[config.mk]
export PLATFORM = sky130hd
export DESIGN_NAME = tap_tempo_estimator_flat
export DESIGN_NICKNAME = d
export VERILOG_FILES = /design/src/rtl/tte_pkg.sv /design/src/rtl/tte_tap_if.sv /design/src/rtl/tte_tempo_if.sv /design/src/rtl/tap_tempo_estimator.sv /design/src/rtl/tte_serial_div.sv /design/src/rtl/tte_window.sv /design/src/flat_wrapper.sv
export SDC_FILE = /design/constraint.sdc
export NUM_CORES = 1
export LEC_CHECK = 0
export BUFFER_PORTS_ARGS = -buffer_cell sky130_fd_sc_hd__clkbuf_2
export CAP_MARGIN = 20
export CORE_MARGIN = 2
export CORE_UTILIZATION = 57
export CTS_CLUSTER_DIAMETER = 80
export DETAILED_ROUTE_END_ITERATION = 16
export PLACE_DENSITY_LB_ADDON = 0.1
export SLEW_MARGIN = 20
export SYNTH_ARGS = -nofsm -noshare
export SYNTH_HDL_FRONTEND = slang
export SYNTH_SLANG_ARGS = --single-unit
[constraint.sdc]
create_clock -name clk -period 5.6 [get_ports clk]
set_clock_uncertainty 0.2 [all_clocks]
set_input_delay 0.28 -clock clk [delete_from_list [all_inputs] [get_ports clk]]
set_output_delay 0.28 -clock clk [all_outputs]
set_load 0.02 [all_outputs]
[src/rtl/tte_pkg.sv]
`timescale 1ns / 1ps
// ----------------------------------------------------------------------------
// tte_pkg: shared definitions for the tap tempo estimator
// Field widths, arithmetic constants, controller states and the structs
// passed between the controller, the serial divider and the tempo window.
// ----------------------------------------------------------------------------
package tte_pkg;

  localparam int TIME_W    = 32;
  localparam int TEMPO_W   = 18;   // Q10.8 BPM
  localparam int BPM_W     = 10;
  localparam int HELD_W    = 5;
  localparam int SUM_W     = 22;
  localparam int MIN_W     = 10;
  localparam int FRAC_W    = 8;

  localparam int TAP_WINDOW_DEF = 4;

  localparam logic [MIN_W-1:0]   FLOOR_RST     = MIN_W'(40);
  localparam logic [TEMPO_W-1:0] TEMPO_MAX     = '1;

  // 60e6 us per minute in Q8 is 15,360,000,000, a 34-bit dividend. An
  // interval at or below this limit gives a quotient of at least 2^18.
  localparam logic [TIME_W-1:0]  SAT_LIMIT     = TIME_W'(58593);

  // Serial divider: 18 quotient bits, one per step.
  localparam int DIV_STEPS = TEMPO_W;
  localparam int DIV_CNT_W = $clog2(DIV_STEPS + 1);
  localparam int REM_INIT_W = 16;
  // Upper and lower parts of the 34-bit dividend, split at bit 18.
  localparam logic [REM_INIT_W-1:0] DIV1_REM_INIT = REM_INIT_W'(58593);
  localparam logic [TEMPO_W-1:0]    DIV1_LO       = TEMPO_W'(196608);

  typedef enum logic [3:0] {
    ST_IDLE,
    ST_CHECK,
    ST_DIV1,
    ST_CMP,
    ST_ADD,
    ST_AVG,
    ST_DIV2,
    ST_OUT
  } state_t;

  typedef enum logic [1:0] {
    WIN_NOP,
    WIN_CLEAR,
    WIN_SUB,
    WIN_ADD
  } win_op_t;

  typedef struct packed {
    logic                    start;
    logic [REM_INIT_W-1:0]   rem_init;
    logic [TEMPO_W-1:0]      dividend_lo;
    logic [TIME_W-1:0]       divisor;
  } div_cmd_t;

  typedef struct packed {
    logic                    busy;
    logic                    done;
    logic [TEMPO_W-1:0]      quotient;
  } div_stat_t;

  typedef struct packed {
    logic                    full;
    logic [HELD_W-1:0]       held;
    logic [SUM_W-1:0]        sum;
  } win_stat_t;

endpackage

[src/rtl/tte_tap_if.sv]
`timescale 1ns / 1ps
// ----------------------------------------------------------------------------
// tte_tap_if: tap input channel
// Valid/ready channel that carries one tap timestamp per item.
// ----------------------------------------------------------------------------
interface tte_tap_if;
  logic                        valid;
  logic                        ready;
  logic [tte_pkg::TIME_W-1:0]  tap_time;

  modport source (output valid, output tap_time, input ready);
  modport sink   (input valid, input tap_time, output ready);
endinterface

[src/rtl/tte_tempo_if.sv]
`timescale 1ns / 1ps
// ----------------------------------------------------------------------------
// tte_tempo_if: tempo result channel
// Valid/ready channel that carries the averaged tempo and window fill.
// ----------------------------------------------------------------------------
interface tte_tempo_if;
  logic                        valid;
  logic                        ready;
  logic [tte_pkg::BPM_W-1:0]   tempo_bpm;
  logic [tte_pkg::HELD_W-1:0]  taps_held;

  modport source (output valid, output tempo_bpm, output taps_held, input ready);
  modport sink   (input valid, input tempo_bpm, input taps_held, output ready);
endinterface

[src/rtl/tap_tempo_estimator.sv]
`timescale 1ns / 1ps
// ----------------------------------------------------------------------------
// tap_tempo_estimator: tap tempo with moving average
// Turns tap timestamps into a Q10.8 tempo with a bit-serial divider and
// reports the floor of the mean over the last TAP_WINDOW tempos when full.
// ----------------------------------------------------------------------------
//
//   channel     direction  handshake       payload
//   in_tap      sink       valid / ready   tap_time  [31:0] microseconds
//   out_tempo   source     valid / ready   tempo_bpm [9:0], taps_held [4:0]
//   cfg         write      cfg_we          cfg_wdata [9:0] = tempo floor in BPM
//
// One item is in flight at a time. The first tap after reset only records its
// time and goes from ST_CHECK to ST_OUT. Later taps pass ST_CHECK, a first
// pass through the shared serial divider in ST_DIV1 (18 quotient bits, one
// per cycle), the window update in ST_CMP, ST_ADD and ST_AVG, a second pass
// in ST_DIV2 and the output load in ST_OUT; a saturated tempo skips the first
// pass, a window that is not yet full skips the second, and a tempo below the
// floor clears the window and goes on to ST_OUT. The input is ready again in
// the cycle after the load. Reset is synchronous and needs no clearing pass.
// A stalled result sits in the output register; the next item is accepted
// meanwhile and waits in its final state until that register frees.
// ----------------------------------------------------------------------------
module tap_tempo_estimator #(
  parameter int TAP_WINDOW = tte_pkg::TAP_WINDOW_DEF
) (
  input  logic                       clk,
  input  logic                       rst_n,
  tte_tap_if.sink                    in_tap,
  tte_tempo_if.source                out_tempo,
  input  logic                       cfg_we,
  input  logic [tte_pkg::MIN_W-1:0]  cfg_wdata
);

  tte_pkg::state_t              state_r, state_nxt;
  logic [tte_pkg::MIN_W-1:0]    tempo_floor_r;
  logic [tte_pkg::TIME_W-1:0]   last_time_r;
  logic [tte_pkg::TIME_W-1:0]   interval_r;
  logic                         time_seen_r;
  logic                         first_r;
  logic [tte_pkg::TEMPO_W-1:0]  tempo_r, tempo_nxt;
  logic [tte_pkg::BPM_W-1:0]    res_bpm_r, res_bpm_nxt;
  logic [tte_pkg::HELD_W-1:0]   res_held_r, res_held_nxt;
  logic                         out_valid_r, out_valid_nxt;
  logic [tte_pkg::BPM_W-1:0]    out_bpm_r;
  logic [tte_pkg::HELD_W-1:0]   out_held_r;
  logic                         load_out;
  logic                         accept;

  tte_pkg::div_cmd_t            div_cmd;
  tte_pkg::div_stat_t           div_stat;
  tte_pkg::win_op_t             win_op;
  tte_pkg::win_stat_t           win_stat;

  assign in_tap.ready = (state_r == tte_pkg::ST_IDLE);
  assign accept       = in_tap.valid && in_tap.ready;

  tte_serial_div u_div (
    .clk  (clk),
    .rst_n(rst_n),
    .cmd  (div_cmd),
    .stat (div_stat)
  );

  tte_window #(
    .TAP_WINDOW(TAP_WINDOW)
  ) u_window (
    .clk  (clk),
    .rst_n(rst_n),
    .op   (win_op),
    .tempo(tempo_r),
    .stat (win_stat)
  );

  // Controller: next state, divider and window commands, result staging.
  always_comb begin
    state_nxt     = state_r;
    tempo_nxt     = tempo_r;
    res_bpm_nxt   = res_bpm_r;
    res_held_nxt  = res_held_r;
    win_op        = tte_pkg::WIN_NOP;
    load_out      = 1'b0;
    div_cmd.start       = 1'b0;
    div_cmd.rem_init    = tte_pkg::DIV1_REM_INIT;
    div_cmd.dividend_lo = tte_pkg::DIV1_LO;
    div_cmd.divisor     = interval_r;
    case (state_r)
      tte_pkg::ST_IDLE: begin
        if (accept) begin
          state_nxt = tte_pkg::ST_CHECK;
        end
      end
      tte_pkg::ST_CHECK: begin
        if (first_r) begin
          // The first tap only records its time.
          res_bpm_nxt  = '0;
          res_held_nxt = win_stat.held;
          state_nxt    = tte_pkg::ST_OUT;
        end else if (interval_r <= tte_pkg::SAT_LIMIT) begin
          // Short or zero interval: the tempo clips at full scale.
          tempo_nxt = tte_pkg::TEMPO_MAX;
          state_nxt = tte_pkg::ST_CMP;
        end else begin
          div_cmd.start = 1'b1;
          state_nxt     = tte_pkg::ST_DIV1;
        end
      end
      tte_pkg::ST_DIV1: begin
        if (div_stat.done) begin
          tempo_nxt = div_stat.quotient;
          state_nxt = tte_pkg::ST_CMP;
        end
      end
      tte_pkg::ST_CMP: begin
        if (tempo_r < {tempo_floor_r, tte_pkg::FRAC_W'(0)}) begin
          // Too slow: drop the whole window.
          win_op       = tte_pkg::WIN_CLEAR;
          res_bpm_nxt  = '0;
          res_held_nxt = '0;
          state_nxt    = tte_pkg::ST_OUT;
        end else begin
          win_op    = tte_pkg::WIN_SUB;
          state_nxt = tte_pkg::ST_ADD;
        end
      end
      tte_pkg::ST_ADD: begin
        win_op    = tte_pkg::WIN_ADD;
        state_nxt = tte_pkg::ST_AVG;
      end
      tte_pkg::ST_AVG: begin
        res_held_nxt = win_stat.held;
        if (win_stat.full) begin
          // Mean in whole BPM: drop the fraction, then divide by the window.
          div_cmd.start       = 1'b1;
          div_cmd.rem_init    = '0;
          div_cmd.dividend_lo = tte_pkg::TEMPO_W'(win_stat.sum[tte_pkg::SUM_W-1:tte_pkg::FRAC_W]);
          div_cmd.divisor     = tte_pkg::TIME_W'(TAP_WINDOW);
          state_nxt           = tte_pkg::ST_DIV2;
        end else begin
          res_bpm_nxt = '0;
          state_nxt   = tte_pkg::ST_OUT;
        end
      end
      tte_pkg::ST_DIV2: begin
        if (div_stat.done) begin
          res_bpm_nxt = div_stat.quotient[tte_pkg::BPM_W-1:0];
          state_nxt   = tte_pkg::ST_OUT;
        end
      end
      tte_pkg::ST_OUT: begin
        if (!out_valid_r || out_tempo.ready) begin
          load_out  = 1'b1;
          state_nxt = tte_pkg::ST_IDLE;
        end
      end
      default: begin
        state_nxt = tte_pkg::ST_IDLE;
      end
    endcase
  end

  always_comb begin
    out_valid_nxt = out_valid_r;
    if (load_out) begin
      out_valid_nxt = 1'b1;
    end else if (out_tempo.ready) begin
      out_valid_nxt = 1'b0;
    end
  end

  always_ff @(posedge clk) begin
    if (!rst_n) begin
      state_r       <= tte_pkg::ST_IDLE;
      tempo_floor_r <= tte_pkg::FLOOR_RST;
      last_time_r   <= '0;
      time_seen_r   <= 1'b0;
      out_valid_r   <= 1'b0;
    end else begin
      state_r     <= state_nxt;
      out_valid_r <= out_valid_nxt;
      if (cfg_we) begin
        tempo_floor_r <= cfg_wdata;
      end
      if (accept) begin
        last_time_r <= in_tap.tap_time;
        time_seen_r <= 1'b1;
      end
    end
  end

  // Payload registers; the interval wraps modulo 2^32 by construction.
  always_ff @(posedge clk) begin
    tempo_r    <= tempo_nxt;
    res_bpm_r  <= res_bpm_nxt;
    res_held_r <= res_held_nxt;
    if (accept) begin
      interval_r <= in_tap.tap_time - last_time_r;
      first_r    <= !time_seen_r;
    end
    if (load_out) begin
      out_bpm_r  <= res_bpm_r;
      out_held_r <= res_held_r;
    end
  end

  assign out_tempo.valid     = out_valid_r;
  assign out_tempo.tempo_bpm = out_bpm_r;
  assign out_tempo.taps_held = out_held_r;

  // A new result never overwrites one that has not been taken.
  a_no_overwrite: assert property (@(posedge clk) disable iff (!rst_n)
    load_out |-> !out_valid_r || out_tempo.ready)
    else $error("result register overwritten while stalled");

  // The divider is running or finishing whenever the controller waits on it.
  a_div_tracks_state: assert property (@(posedge clk) disable iff (!rst_n)
    (state_r == tte_pkg::ST_DIV1 || state_r == tte_pkg::ST_DIV2)
      |-> div_stat.busy || div_stat.done)
    else $error("controller waits on an idle divider");

  // An accepted tap always starts its evaluation in the next cycle.
  a_accept_to_check: assert property (@(posedge clk) disable iff (!rst_n)
    accept |=> state_r == tte_pkg::ST_CHECK)
    else $error("accepted tap not evaluated");

endmodule

[src/rtl/tte_serial_div.sv]
`timescale 1ns / 1ps
// ----------------------------------------------------------------------------
// tte_serial_div: radix-2 restoring divider
// Shifts the low dividend bits in one per cycle and forms one quotient bit
// per cycle; the caller guarantees the quotient fits in 18 bits.
// ----------------------------------------------------------------------------
module tte_serial_div (
  input  logic                clk,
  input  logic                rst_n,
  input  tte_pkg::div_cmd_t   cmd,
  output tte_pkg::div_stat_t  stat
);

  logic [tte_pkg::TIME_W-1:0]    rem_r, rem_nxt;
  logic [tte_pkg::TIME_W-1:0]    divisor_r;
  logic [tte_pkg::TEMPO_W-1:0]   q_sr_r, q_sr_nxt;
  logic [tte_pkg::DIV_CNT_W-1:0] cnt_r, cnt_nxt;
  logic                          busy_r, busy_nxt;
  logic                          done_r, done_nxt;
  logic [tte_pkg::TIME_W:0]      trial;
  logic [tte_pkg::TIME_W:0]      diff;
  logic                          ge;

  // Remainder shifted left with the next dividend bit brought in.
  assign trial = {rem_r, q_sr_r[tte_pkg::TEMPO_W-1]};
  assign diff  = trial - {1'b0, divisor_r};
  assign ge    = trial >= {1'b0, divisor_r};

  always_comb begin
    rem_nxt  = rem_r;
    q_sr_nxt = q_sr_r;
    cnt_nxt  = cnt_r;
    busy_nxt = busy_r;
    done_nxt = 1'b0;
    if (cmd.start && !busy_r) begin
      rem_nxt  = tte_pkg::TIME_W'(cmd.rem_init);
      q_sr_nxt = cmd.dividend_lo;
      cnt_nxt  = tte_pkg::DIV_CNT_W'(tte_pkg::DIV_STEPS);
      busy_nxt = 1'b1;
    end else if (busy_r) begin
      rem_nxt  = ge ? diff[tte_pkg::TIME_W-1:0] : trial[tte_pkg::TIME_W-1:0];
      q_sr_nxt = {q_sr_r[tte_pkg::TEMPO_W-2:0], ge};
      cnt_nxt  = cnt_r - 1'b1;
      if (cnt_r == tte_pkg::DIV_CNT_W'(1)) begin
        busy_nxt = 1'b0;
        done_nxt = 1'b1;
      end
    end
  end

  always_ff @(posedge clk) begin
    if (!rst_n) begin
      busy_r <= 1'b0;
      done_r <= 1'b0;
      cnt_r  <= '0;
    end else begin
      busy_r <= busy_nxt;
      done_r <= done_nxt;
      cnt_r  <= cnt_nxt;
    end
  end

  always_ff @(posedge clk) begin
    rem_r  <= rem_nxt;
    q_sr_r <= q_sr_nxt;
    if (cmd.start && !busy_r) begin
      divisor_r <= cmd.divisor;
    end
  end

  assign stat.busy     = busy_r;
  assign stat.done     = done_r;
  assign stat.quotient = q_sr_r;

  // The remainder must stay below the divisor or the quotient overflows.
  a_rem_below_div: assert property (@(posedge clk) disable iff (!rst_n)
    busy_r |-> rem_r < divisor_r)
    else $error("divider remainder reached divisor");

  // Completion follows the last step and never overlaps a running division.
  a_done_after_busy: assert property (@(posedge clk) disable iff (!rst_n)
    done_r |-> $past(busy_r) && !busy_r)
    else $error("divider done without a finished run");

endmodule

[src/rtl/tte_window.sv]
`timescale 1ns / 1ps
// ----------------------------------------------------------------------------
// tte_window: ring of recent tempos with running sum
// Holds the last TAP_WINDOW tempos, their sum and the fill count. An update
// takes two operations: retire the oldest entry, then add the new one.
// ----------------------------------------------------------------------------
module tte_window #(
  parameter int TAP_WINDOW = tte_pkg::TAP_WINDOW_DEF
) (
  input  logic                         clk,
  input  logic                         rst_n,
  input  tte_pkg::win_op_t             op,
  input  logic [tte_pkg::TEMPO_W-1:0]  tempo,
  output tte_pkg::win_stat_t           stat
);

  localparam int PTR_W = $clog2(TAP_WINDOW);

  logic [tte_pkg::TEMPO_W-1:0] ring_r [TAP_WINDOW];
  logic [PTR_W-1:0]            ptr_r, ptr_nxt;
  logic [tte_pkg::HELD_W-1:0]  held_r, held_nxt;
  logic [tte_pkg::SUM_W-1:0]   sum_r, sum_nxt;
  logic                        full;

  assign full = held_r >= tte_pkg::HELD_W'(TAP_WINDOW);

  always_comb begin
    ptr_nxt  = ptr_r;
    held_nxt = held_r;
    sum_nxt  = sum_r;
    case (op)
      tte_pkg::WIN_CLEAR: begin
        ptr_nxt  = '0;
        held_nxt = '0;
        sum_nxt  = '0;
      end
      tte_pkg::WIN_SUB: begin
        if (full) begin
          sum_nxt = sum_r - tte_pkg::SUM_W'(ring_r[ptr_r]);
        end else begin
          held_nxt = held_r + 1'b1;
        end
      end
      tte_pkg::WIN_ADD: begin
        sum_nxt = sum_r + tte_pkg::SUM_W'(tempo);
        ptr_nxt = (ptr_r == PTR_W'(TAP_WINDOW - 1)) ? '0 : ptr_r + 1'b1;
      end
      default: begin
      end
    endcase
  end

  always_ff @(posedge clk) begin
    if (!rst_n) begin
      ptr_r  <= '0;
      held_r <= '0;
      sum_r  <= '0;
    end else begin
      ptr_r  <= ptr_nxt;
      held_r <= held_nxt;
      sum_r  <= sum_nxt;
    end
  end

  always_ff @(posedge clk) begin
    if (op == tte_pkg::WIN_ADD) begin
      ring_r[ptr_r] <= tempo;
    end
  end

  assign stat.full = full;
  assign stat.held = held_r;
  assign stat.sum  = sum_r;

  // The fill count saturates at the window size.
  a_held_bounded: assert property (@(posedge clk) disable iff (!rst_n)
    held_r <= tte_pkg::HELD_W'(TAP_WINDOW))
    else $error("window fill count exceeds window size");

endmodule
[src/flat_wrapper.sv]
// flat-port wrapper written by rule: the top's interface ports become plain ports
module tap_tempo_estimator_flat 
#(
  parameter int TAP_WINDOW = tte_pkg::TAP_WINDOW_DEF
)
  (clk, rst_n, cfg_we, cfg_wdata, in_tap_valid, in_tap_tap_time, in_tap_ready, out_tempo_valid, out_tempo_tempo_bpm, out_tempo_taps_held, out_tempo_ready);
  tte_tap_if in_tap_i ();
  tte_tempo_if out_tempo_i ();
  input  logic clk;
  input  logic rst_n;
  input  logic cfg_we;
  input  logic [tte_pkg::MIN_W-1:0] cfg_wdata;
  input wire logic [$bits(in_tap_i.valid)-1:0] in_tap_valid;
  input wire logic [$bits(in_tap_i.tap_time)-1:0] in_tap_tap_time;
  output wire logic [$bits(in_tap_i.ready)-1:0] in_tap_ready;
  output wire logic [$bits(out_tempo_i.valid)-1:0] out_tempo_valid;
  output wire logic [$bits(out_tempo_i.tempo_bpm)-1:0] out_tempo_tempo_bpm;
  output wire logic [$bits(out_tempo_i.taps_held)-1:0] out_tempo_taps_held;
  input wire logic [$bits(out_tempo_i.ready)-1:0] out_tempo_ready;
  assign in_tap_i.valid = in_tap_valid;
  assign in_tap_i.tap_time = in_tap_tap_time;
  assign in_tap_ready = in_tap_i.ready;
  assign out_tempo_valid = out_tempo_i.valid;
  assign out_tempo_tempo_bpm = out_tempo_i.tempo_bpm;
  assign out_tempo_taps_held = out_tempo_i.taps_held;
  assign out_tempo_i.ready = out_tempo_ready;
  tap_tempo_estimator #(.TAP_WINDOW(TAP_WINDOW)) u_core (.clk(clk), .rst_n(rst_n), .in_tap(in_tap_i), .out_tempo(out_tempo_i), .cfg_we(cfg_we), .cfg_wdata(cfg_wdata));
endmodule
==> flow_summary.json <==
{
  "cts-root-buf": "clkbuf_16",
  "tns_ns": 0,
  "cts_buffers": 37,
  "start_util_pct": 57.4,
  "p_total_uw": 6500,
  "worstReg2RegEnd": "u_core.u_window.sum_r[21]",
  "drt-pass1-iter-count": 6,
  "vias": 11900,
  "rsz0062_at_grt": "no",
  "cap_violations": 0,
  "wirelength_mm": 35.8,
  "p_leak_uw": 0.00742,
  "yosysWarnings": 0,
  "synth_most_common_cell": "edfxtp_1",
  "synth_edf_count": 219,
  "antenna_found_initial": 0,
  "share_seq_of_total_power_pct": 43.9,
  "hold_viol_final": 0,
  "crit_type": "reg2reg",
  "cts.sinks": 320,
  "synth.top_cell.area_share_pct": 39.0,
  "internal-power_uw": 4680,
  "maxSlewViolCount": 0,
  "gp_congestion": 0.912,
  "rows": 63,
  "rrSetupSlack_ns": 0.32,
  "syn_avg_cell_area_um2": 10.6,
  "slew_headroom_pct": 34.5,
  "r2r_cells": 15,
  "fin_cells": 2117,
  "first_iter_violations": 626,
  "grt_max_degree": 74,
  "start_kind": "register",
  "die_w_um": 176,
  "pre_cts_slack_ns": 0.0367,
  "p_sw_share_pct": 27.9,
  "max_freq_mhz": 189,
  "pwr-share-clk_pct": 35.6,
  "antennaDiodeCount": 0,
  "grt_pass1_wl_mm": 57.9,
  "grt_pass1_vias": 11800,
  "path_max_fanout": 5,
  "ios": 64,
  "ys_ff_latch": 320,
  "track_usage_pct": 23.2,
  "cts_max_level": 2,
  "portBuffers": 63,
  "post_cts.repair.setup_buffers": 0,
  "setup_ws_ns": 0.316,
  "cts_tree": "yes",
  "fillers": 2300,
  "ys_async_sr_fraction_pct": 0,
  "power_frac_comb_pct": 20.4,
  "synth.distinct_cells": 68,
  "drive_gt1_share_pct": 10.3,
  "grt_overflow": 0,
  "min_period_ns": 5.28,
  "drc_errors": 0,
  "ys_seq_area_share_pct": 50.9,
  "syn-cell-area_um2": 16900,
  "yosys-top-cells-count": "edfxtp_1 (219), nand2_1 (158), a21oi_1 (149)",
  "switchingPower_uw": 1820,
  "area_delta_synth_final_pct": 14.0,
  "critPathArrivalTime_ns": 5.53,
  "cellPowerDensity_nw_per_um2": 338,
  "synth_top_cell_by_area": "edfxtp_1",
  "vdd_drop_max_v": 0.000261,
  "worstSetupEndpoint": "u_core.u_window.sum_r[21]",
  "critPathCaptureType": "register",
  "num-nets-final": 1857,
  "drtAntennaViolNets": 0,
  "clockBufferDepth": 3,
  "setup_viol": 0,
  "whs_path_depth": 3,
  "fin_crit_sh_pct": 94.4,
  "die_area_um2": 31000,
  "synth.area.top_cells": "edfxtp_1 (39%), dfxtp_1 (12%), ha_1 (8.0%), a21oi_1 (4.4%), nand2_1 (3.5%)",
  "syn_inst": 1594,
  "wl_per_cell_um": 16.9,
  "die_h_um": 176,
  "clk_pin_slew_worst_paths_ns": 0.06,
  "required_ns": 5.85,
  "dp_cells": 2003,
  "coreArea_um2": 29400,
  "hold_class": "in2reg",
  "dp_hpwl_mm": 24.7,
  "synth_nets": 1752,
  "clock_latency_ns": 0.52,
  "worst_pin_slew_ns": 0.982,
  "yosys_most_used_dff": "edfxtp_1",
  "viasPerCell": 5.64,
  "status": "complete, no violations"
}
metal layers:
metal / global-route usage, % / wire (um)
met1: 26.9 / 14600
met2: 43.3 / 18700
met3: 3.27 / 1200
met4: 9.06 / 1310
met5: 0 / 0
cell usage in the layout (no fill, tap or decap), types with 40 or more instances in the layout:
| cell type | count |
|---|---|
| ha_1 | 108 |
| edfxtp_1 | 219 |
| a21oi_1 | 149 |
| dfxtp_1 | 100 |
| nand2_1 | 158 |
| nor2_1 | 100 |
| a21o_1 | 40 |
| o21ai_0 | 61 |
| xnor2_1 | 58 |
| inv_1 | 105 |
| nor2b_1 | 41 |
| dlygate4sd3_1 | 47 |
| clkbuf_2 | 63 |
critical path, cell delays in order, from the launching register on:
cell and delay, ns:
dfxtp_4 0.40, mux4_2 0.58, nor4_4 0.36, or4b_2 0.64, xnor2_1 0.16, a21oi_1 0.22
ha_1 0.30, and2_1 0.16, a41o_1 0.23, a311o_1 0.36, o22a_1 0.26, a221o_1 0.34
o41ai_2 0.23, xor2_1 0.12, or4_1 0.51, a31oi_1 0.13
final cells by class:
cell class	instances	area, um2	share of cell area [%]
multi-input combinational	1103	7650	39.7
inverter	107	402	2.09
tap	390	488	2.54
clock buffer	47	963	5.01
timing repair buffer	130	948	4.93
sequential	320	8600	44.7
clock inverter	20	190	0.988
logic make-up after synthesis:
| logic type | synth area share, % |
|---|---|
| AND/OR/NAND/NOR | 13.7 |
| AO/OA/AOI/OAI | 14.5 |
| flip-flops | 50.9 |
| buffers and inverters | 3.91 |
| adder cells (fa/ha/maj) | 8.36 |
| XOR/XNOR | 4.67 |
| multiplexers | 3.91 |
registers in the layout (all words and copies together) (netlist names), 3 cells and up, named ones only:
name,count
u_core.tempo_floor_r,10
u_core.res_held_r,5
u_core.u_div.cnt_r,5
u_core.out_tempo.taps_held,5
u_core.u_div.rem_r,32
u_core.interval_r,32
u_core.res_bpm_r,10
u_core.state_r,3
u_core.last_time_r,32
u_core.u_div.q_sr_r,18
u_core.out_tempo.tempo_bpm,10
u_core.u_window.sum_r,22
u_core.u_window.held_r,5
u_core.u_window.ring_r,72
u_core.u_div.divisor_r,32
u_core.tempo_r,18
power groups by stage:
stage          combinational, uW  sequential, uW  clock [uW]
6_report                    1330            2860        2320
2_1_floorplan               1030            2860           0
4_1_cts                     1320            2850        2360
3_5_place_dp                1280            2900           0
3_3_place_gp                1260            2900           0
5_1_grt                     1490            2870        2450
worst min path at each step:
stage / startpoint / slack, ns / end
floorplan: u_core.res_held_r[0] / 0.20 / u_core.out_tempo.taps_held[0]
global placement: u_core.res_bpm_r[6] / 0.20 / u_core.out_tempo.tempo_bpm[6]
detailed placement: u_core.res_bpm_r[9] / 0.21 / u_core.out_tempo.tempo_bpm[9]
CTS: rst_n / 0.0008 / u_core.u_window.held_r[2]
global route: cfg_we / 0.10 / u_core.tempo_floor_r[1]
finish: cfg_we / 0.08 / u_core.tempo_floor_r[7]
repair_timing:
action / 4_1_cts / 5_1_grt
hold buffers: 46 / 1
gates resized for setup: 0 / 6
setup endpoints to repair: 0 / 1
endpoints found under the hold margin: 46 / 1
per-stage QoR:
step	hold WS [ns]	cell area, um2	utilization [%]
global placement	0.202	17600	59.8
floorplan	0.200	16900	-
detailed placement	0.207	17600	59.8
finish	0.0758	19200	65.4
CTS	0.000771	19200	65.3
global route	0.103	19200	65.4
Note: power is estimated with default switching activity, not from simulation.
